[src/design/mandelbrot_escape_time_pixel_top_assert.svh]
// Assertion macros used by the top module of the escape-time pixel engine.
`ifndef MANDELBROT_ESCAPE_TIME_PIXEL_TOP_ASSERT_SVH
`define MANDELBROT_ESCAPE_TIME_PIXEL_TOP_ASSERT_SVH

// Same-cycle implication, sampled on the rising clock edge outside reset.
`define METP_ASSERT_IMP(label, ante, cons) \
    label: assert property (@(posedge clk) disable iff (!rst_n) (ante) |-> (cons)) \
        else $error("metp assertion failed");

// Next-cycle implication, sampled on the rising clock edge outside reset.
`define METP_ASSERT_NEXT(label, ante, cons) \
    label: assert property (@(posedge clk) disable iff (!rst_n) (ante) |=> (cons)) \
        else $error("metp assertion failed");

`endif

[src/design/metp_pkg.sv]
package metp_pkg;

    localparam int WORD_W    = 48;
    localparam int STEP_W    = 47;
    localparam int PIX_W     = 10;
    localparam int DIGIT_W   = 16;
    localparam int NUM_CELLS = WORD_W / DIGIT_W;
    localparam int PROD_W    = 2 * WORD_W;
    localparam int SQ_W      = 62;
    localparam int SAT_W     = 66;

    localparam int LIMIT_LOG2 = 8;
    localparam int ITER_LIMIT = 1 << LIMIT_LOG2;
    localparam int CNT_W      = LIMIT_LOG2 + 1;
    localparam int COL_SHIFT  = 4 * LIMIT_LOG2;
    localparam int CHAN_W     = 8;
    localparam int K_W        = 13;

    localparam logic [K_W-1:0] RED_K   = K_W'(9 * 255);
    localparam logic [K_W-1:0] GREEN_K = K_W'(15 * 255);
    localparam logic [K_W-1:0] BLUE_K  = K_W'(17 * 255);

    localparam int IMG_WIDTH_DEF  = 800;
    localparam int IMG_HEIGHT_DEF = 600;
    localparam int FRAC_BITS_DEF  = 40;

    localparam int REG_IDX_W = 2;
    localparam logic [REG_IDX_W-1:0] REG_CENTER_RE = 2'd0;
    localparam logic [REG_IDX_W-1:0] REG_CENTER_IM = 2'd1;
    localparam logic [REG_IDX_W-1:0] REG_STEP_SIZE = 2'd2;

    localparam logic signed [WORD_W-1:0] CENTER_RE_RST = -48'sd549755813888;
    localparam logic signed [WORD_W-1:0] CENTER_IM_RST = '0;
    localparam logic [STEP_W-1:0]        STEP_SIZE_RST = 47'd5497558139;

    localparam logic signed [WORD_W-1:0] WORD_MAX_VAL = {1'b0, {(WORD_W-1){1'b1}}};
    localparam logic signed [WORD_W-1:0] WORD_MIN_VAL = {1'b1, {(WORD_W-1){1'b0}}};
    localparam logic [SQ_W-1:0]          SQ_CAP       = {SQ_W{1'b1}};

    typedef struct packed {
        logic [WORD_W-1:0] mag_x;
        logic [WORD_W-1:0] mag_y;
        logic [WORD_W-1:0] digits_x;
        logic [WORD_W-1:0] digits_y;
        logic [PROD_W-1:0] acc_xx;
        logic [PROD_W-1:0] acc_yy;
        logic [PROD_W-1:0] acc_xy;
    } cell_data_t;

endpackage

[src/design/metp_colour.sv]
module metp_colour
    import metp_pkg::*;
(
    input  logic              clk,
    input  logic              rst_n,
    input  logic              go,
    input  logic [CNT_W-1:0]  count,
    output logic              valid,
    output logic [CHAN_W-1:0] red,
    output logic [CHAN_W-1:0] green,
    output logic [CHAN_W-1:0] blue
);

    localparam int N_W   = LIMIT_LOG2;
    localparam int M_W   = N_W + 1;
    localparam int NM3_W = 3 * N_W + M_W;
    localparam int MN2_W = 2 * N_W + 2 * M_W;
    localparam int M3N_W = 3 * M_W + N_W;

    logic [N_W-1:0]       n;
    logic [M_W-1:0]       m;
    logic                 v1_reg, v2_reg, v3_reg;
    logic                 blk1_reg, blk2_reg;
    logic [2*N_W-1:0]     n2_reg;
    logic [2*M_W-1:0]     m2_reg;
    logic [N_W+M_W-1:0]   mn_reg;
    logic [NM3_W-1:0]     nm3_reg;
    logic [MN2_W-1:0]     mn2_reg;
    logic [M3N_W-1:0]     m3n_reg;
    logic [K_W+NM3_W-1:0] red_full;
    logic [K_W+MN2_W-1:0] green_full;
    logic [K_W+M3N_W-1:0] blue_full;
    logic [K_W+NM3_W-1:0] red_shift;
    logic [K_W+MN2_W-1:0] green_shift;
    logic [K_W+M3N_W-1:0] blue_shift;
    logic [CHAN_W-1:0]    red_reg, green_reg, blue_reg;

    always_comb
    begin
        n           = count[N_W-1:0];
        m           = M_W'(ITER_LIMIT) - {1'b0, n};
        red_full    = RED_K * nm3_reg;
        green_full  = GREEN_K * mn2_reg;
        blue_full   = BLUE_K * m3n_reg;
        red_shift   = red_full >> COL_SHIFT;
        green_shift = green_full >> COL_SHIFT;
        blue_shift  = blue_full >> (COL_SHIFT + 1);
    end

    always_ff @(posedge clk or negedge rst_n)
    begin
        if (!rst_n)
        begin
            v1_reg <= 1'b0;
            v2_reg <= 1'b0;
            v3_reg <= 1'b0;
        end
        else
        begin
            v1_reg <= go;
            v2_reg <= v1_reg;
            v3_reg <= v2_reg;
        end
    end

    always_ff @(posedge clk)
    begin
        blk1_reg  <= (count == CNT_W'(ITER_LIMIT));
        n2_reg    <= n * n;
        m2_reg    <= m * m;
        mn_reg    <= m * n;
        blk2_reg  <= blk1_reg;
        nm3_reg   <= n2_reg * mn_reg;
        mn2_reg   <= n2_reg * m2_reg;
        m3n_reg   <= m2_reg * mn_reg;
        red_reg   <= blk2_reg ? '0 : red_shift[CHAN_W-1:0];
        green_reg <= blk2_reg ? '0 : green_shift[CHAN_W-1:0];
        blue_reg  <= blk2_reg ? '0 : blue_shift[CHAN_W-1:0];
    end

    assign valid = v3_reg;
    assign red   = red_reg;
    assign green = green_reg;
    assign blue  = blue_reg;

endmodule

[config.mk]
export PLATFORM = sky130hd
export DESIGN_NAME = metp_colour
export DESIGN_NICKNAME = d
export VERILOG_FILES = /design/src/design/mandelbrot_escape_time_pixel_top_assert.svh /design/src/design/metp_pkg.sv /design/src/design/metp_colour.sv
export SDC_FILE = /design/constraint.sdc
export NUM_CORES = 2
export LEC_CHECK = 0
export BUFFER_PORTS_ARGS = -buffer_cell sky130_fd_sc_hd__buf_4
export CAP_MARGIN = 20
export CORE_UTILIZATION = 52
export CTS_CLUSTER_SIZE = 24
export DETAILED_ROUTE_END_ITERATION = 8
export MAX_ROUTING_LAYER = met4
export PLACE_DENSITY = 0.67
export SLEW_MARGIN = 10
export SYNTH_ARGS = -nofsm -noshare
export SYNTH_HDL_FRONTEND = slang
export SYNTH_SLANG_ARGS = --single-unit
[constraint.sdc]
create_clock -name clk -period 10.75 [get_ports clk]
set_clock_uncertainty 0.2 [all_clocks]
set_input_delay 1.075 -clock clk [delete_from_list [all_inputs] [get_ports clk]]
set_output_delay 1.075 -clock clk [all_outputs]
set_load 0.005 [all_outputs]
Word level (Yosys, flattened, before mapping)
Index checks and enable logic that the tools add are counted.

Word-level logic and storage cells: 25. Flip-flop bits (word level): 182. Input port bits: 12.

Equal/unequal tests: 1. $add $sub $neg: 1. Multiply operators: 9.

Operators with widths (count): $mul A13 B35 Y41 const A (1); $mul A12 B33 Y40 const A (1); $mul A12 B34 Y40 const A (1); $mul A18 B17 Y35 (1); $mul A16 B18 Y34 (1); $mul A16 B17 Y33 (1); $mul A9 B9 Y18 (1); $mul A9 B8 Y17 (1); $mul A8 B8 Y16 (1); $eq A9 B9 Y1 const B (1); $sub A9 B8 Y9 const A (1).

Depth between registers and ports, before layout
Depth after elaboration: 2. Depth in mapped cells: 25. Gate-level depth less buffers: 24.

Worst setup path before layout
OpenSTA, ideal clock, no wires.

Path type: input port to flip-flop. From: input count[0]. To: register m2_reg[16]. Path buffers: 2. Cell stages on the path: 25. Data arrival time: 6.353 ns. Data required time: 10.478 ns. Slack: 4.124 ns. Cells stage by stage: clkbuf_1 inv_1 ha_1 nor3b_1 nand3_1 inv_1 ha_1 clkbuf_1 inv_1 nand2_1 fa_1 fa_1 inv_1 ha_1 fa_1 ha_1 nor2b_1 o21ai_0 nand2b_1 a21o_1 a21o_1 a21o_1 a41o_1 o41ai_1 xnor2_1.

Word-level cells in the longest chain between the ends: 2.

Ends and longest elaborated chain: start, declared (RTL line metp_colour.sv:7) `input logic [CNT_W-1:0] count,`; $sub A9 B8 Y9 (RTL line metp_colour.sv:41) `m = M_W'(ITER_LIMIT) - {1'b0, n};`; $mul A9 B9 Y18 (RTL line metp_colour.sv:70) `m2_reg <= m * m;`; end signal, assigned (RTL line metp_colour.sv:70); end, declared (RTL line metp_colour.sv:25) `logic [2*M_W-1:0] m2_reg;`.

Every way passes these cells. A chain may end at the register's enable or synchronous reset.

Worst setup path after layout
From: register mn_reg[14]. To: register nm3_reg[32].

Word-level cells in the longest chain between the ends: 1.

Ends and longest elaborated chain: start, declared (RTL line metp_colour.sv:26) `logic [N_W+M_W-1:0] mn_reg;`; start signal, assigned (RTL line metp_colour.sv:71) `mn_reg <= m * n;`; $mul A16 B17 Y33 (RTL line metp_colour.sv:73) `nm3_reg <= n2_reg * mn_reg;`; end signal, assigned (RTL line metp_colour.sv:73); end, declared (RTL line metp_colour.sv:27) `logic [NM3_W-1:0] nm3_reg;`.

Every way passes these cells.

==> results.toml <==
[global_route]
grt_busiest_layer = "met2"
grt_use_met1_pct = 30.1
grt_start_max_net_pins = 49
grt_pass1_vias = 41100
grt_overflow = 0
grt_usage_pct = 24.1
grt_util_met2_pct = 41.7
antenna_found_initial = 1
use_met3_pct = 2.59
grt_pass1_wl_um = 203000

[placed_design]
hpwl_um = 97200
post-place-cells = 7254
port_buffers = 36
place_congestion = 0.896

[cts]
cts_setup_buffers = 0
cts_buffers = 17
cts-root-buf = "clkbuf_16"
htree_levels = 4
tritoncts = "yes"
hold_buffers = 0
cts_resized = 0
insertion_delay_ns = 0.53
cts.reportedPaths.clkPinSlew_ns = 0.08
ctsLongestPathBuffers = 2
clock-sinks = 172

[detailed_routing]
vias = 37500
ant_nets = 0
vias_per_cell = 5.15
drt_first_pass_iters = 7
wl_per_cell_um = 16.3
drt_wl_total_um = 118000
drc = 0
first_iter_violations = 1817

[sta]
final-max-slew-violation-count = 0
hold_slack_ns = 0.110
final_hold_viol_count = 0
fmax_mhz = 147
setup_viol_count_final = 0
tightest_slew_ns = 0.941
fin_crit_ns = 6.78
slew_headroom_pct = 37.2
rsz0062_at_grt = "false"
setup_tns_ns = 0
fin_crit_sh_pct = 63.1

[die]
fp.dieH_um = 331
rows = 120
num_io_pins = 37
fp.coreArea_um2 = 107000
die_area_um2 = 110000
initial_utilization_pct = 52.5
die_w_um = 331

[critical_path]
crit_path_end_kind = "flop"
crit_path_start = "mn_reg[14]$_DFF_P_"
critPathRequiredTime_ns = 10.97
crit_type = "flop to flop"
r2r-end = "nm3_reg[32]$_DFF_P_"
worstSetupStartpointType = "flop"
endpoint = "nm3_reg[32]$_DFF_P_"
rrSetupSlack_ns = 3.97
critPathMaxFanout = 30
reg2reg_from = "mn_reg[14]$_DFF_P_"
r2r_cells = 20
worstPathArrival_ns = 7.01

[cells_and_area]
final_net_count = 7968
area_growth_syn_to_layout_pct = 4.28
final_cells = 7286
drive_gt1_share_pct = 2.43
diodes = 0
largest_reg_flops = 34

[yosys]
yosysMostFrequentCell = "inv_1"
synthArstFlopShare_pct = 1.74
synth_seq_area_share_pct = 6.14
synth-edff-count = 0
netlist_top_cells_area = "fa_1 45%, ha_1 18%, inv_1 11%, dfxtp_1 6.0%, and2_1 4.3%"
yosysWarnings = 0
synth.distinct_cells = 70
synthFlopType = "dfxtp_1"
synthCells = 5909
synth_area_um2 = 56300
synthTopCellsByCount = "1679 x inv_1, 1267 x fa_1, 819 x ha_1"
synth-seq-cells = 172
avgSynthCellArea_um2 = 9.53
synth_top_area_share_pct = 45.0
synth_area_leader_cell = "fa_1"

[outcome]
status = "finished, final reports clean"

[flow_run]
drv_cap = 0

[hold_path]
hold_path_class = "primary input to asynchronous set/reset pin"
layout by cell type, fill, tap and decap left out, types with 70 or more instances in the layout:
master	instances
inv_1	1679
fa_1	1267
ha_1	819
nand2_1	468
and2_1	390
dfxtp_1	165
xnor2_1	143
nor2_1	135
a21oi_1	130
buf_4	80
a21o_1	70
routing by layer:
layer / vias to the layer above / share of wire, %
li1: 17400 / -
met1: 19200 / 43
met2: 738 / 51
met3: 166 / 4.0
met4: 0 / 2.4
met5: - / 0
worst max-delay path: stages (launching register included):
cell,delay [ns]
dfxtp_2,0.92
nand2_1,0.17
fa_1,0.54
inv_1,0.05
fa_1,0.46
fa_1,0.51
fa_1,0.46
fa_1,0.52
inv_1,0.05
fa_1,0.47
inv_1,0.04
ha_1,0.35
o21ai_0,0.38
a211oi_1,0.13
a311oi_1,0.25
o31ai_1,0.14
a21oi_1,0.33
o21ai_1,0.17
a211oi_2,0.26
a21oi_1,0.11
xnor2_1,0.13
worst min-delay path by stage:
stage	endpoint	slack (ns)	cells after the start	start
2_1_floorplan	blk2_reg$_DFF_P_	0.11	0	blk1_reg$_DFF_P_
3_3_place_gp	blk2_reg$_DFF_P_	0.11	0	blk1_reg$_DFF_P_
3_5_place_dp	blk2_reg$_DFF_P_	0.11	0	blk1_reg$_DFF_P_
4_1_cts	v2_reg$_DFF_PN0_	0.07	1	rst_n
5_1_grt	valid$_DFF_PN0_	0.1	1	rst_n
6_report	v2_reg$_DFF_PN0_	0.11	1	rst_n
cell type report:
class / count / area (um2)
fill: 9731 / 48500
multi-input combinational: 3920 / 46000
inverter: 1679 / 6300
sequential: 172 / 3460
tap: 1403 / 1760
timing repair buffer: 80 / 601
clock buffer: 18 / 439
clock inverter: 14 / 131
cell families after synthesis:
logic type | Yosys count | synth area share [%]
fa+ha+maj | 2086 | 63.2
buf+inv | 1847 | 12.3
simple gates | 1187 | 10.4
compound gates | 437 | 5.12
xor+xnor | 175 | 2.72
flops | 172 | 6.14
mux | 3 | 0.0578
other cells | 2 | 0.0133
metrics by stage:
| step | area (um2) | setup slack [ns] | util, % |
|---|---|---|---|
| 6_report | 58700 | 3.97 | 54.8 |
| 5_1_grt | 58700 | 3.64 | 54.8 |
| 4_1_cts | 58700 | 4.01 | 54.8 |
| 3_5_place_dp | 58200 | 3.81 | 54.3 |
| 3_3_place_gp | 58200 | 3.86 | 54.3 |
| 2_1_floorplan | 56400 | 4.12 | - |
Power is not shown: default switching activity piles up to over one toggle a cycle in this logic, so the estimate is an artifact.
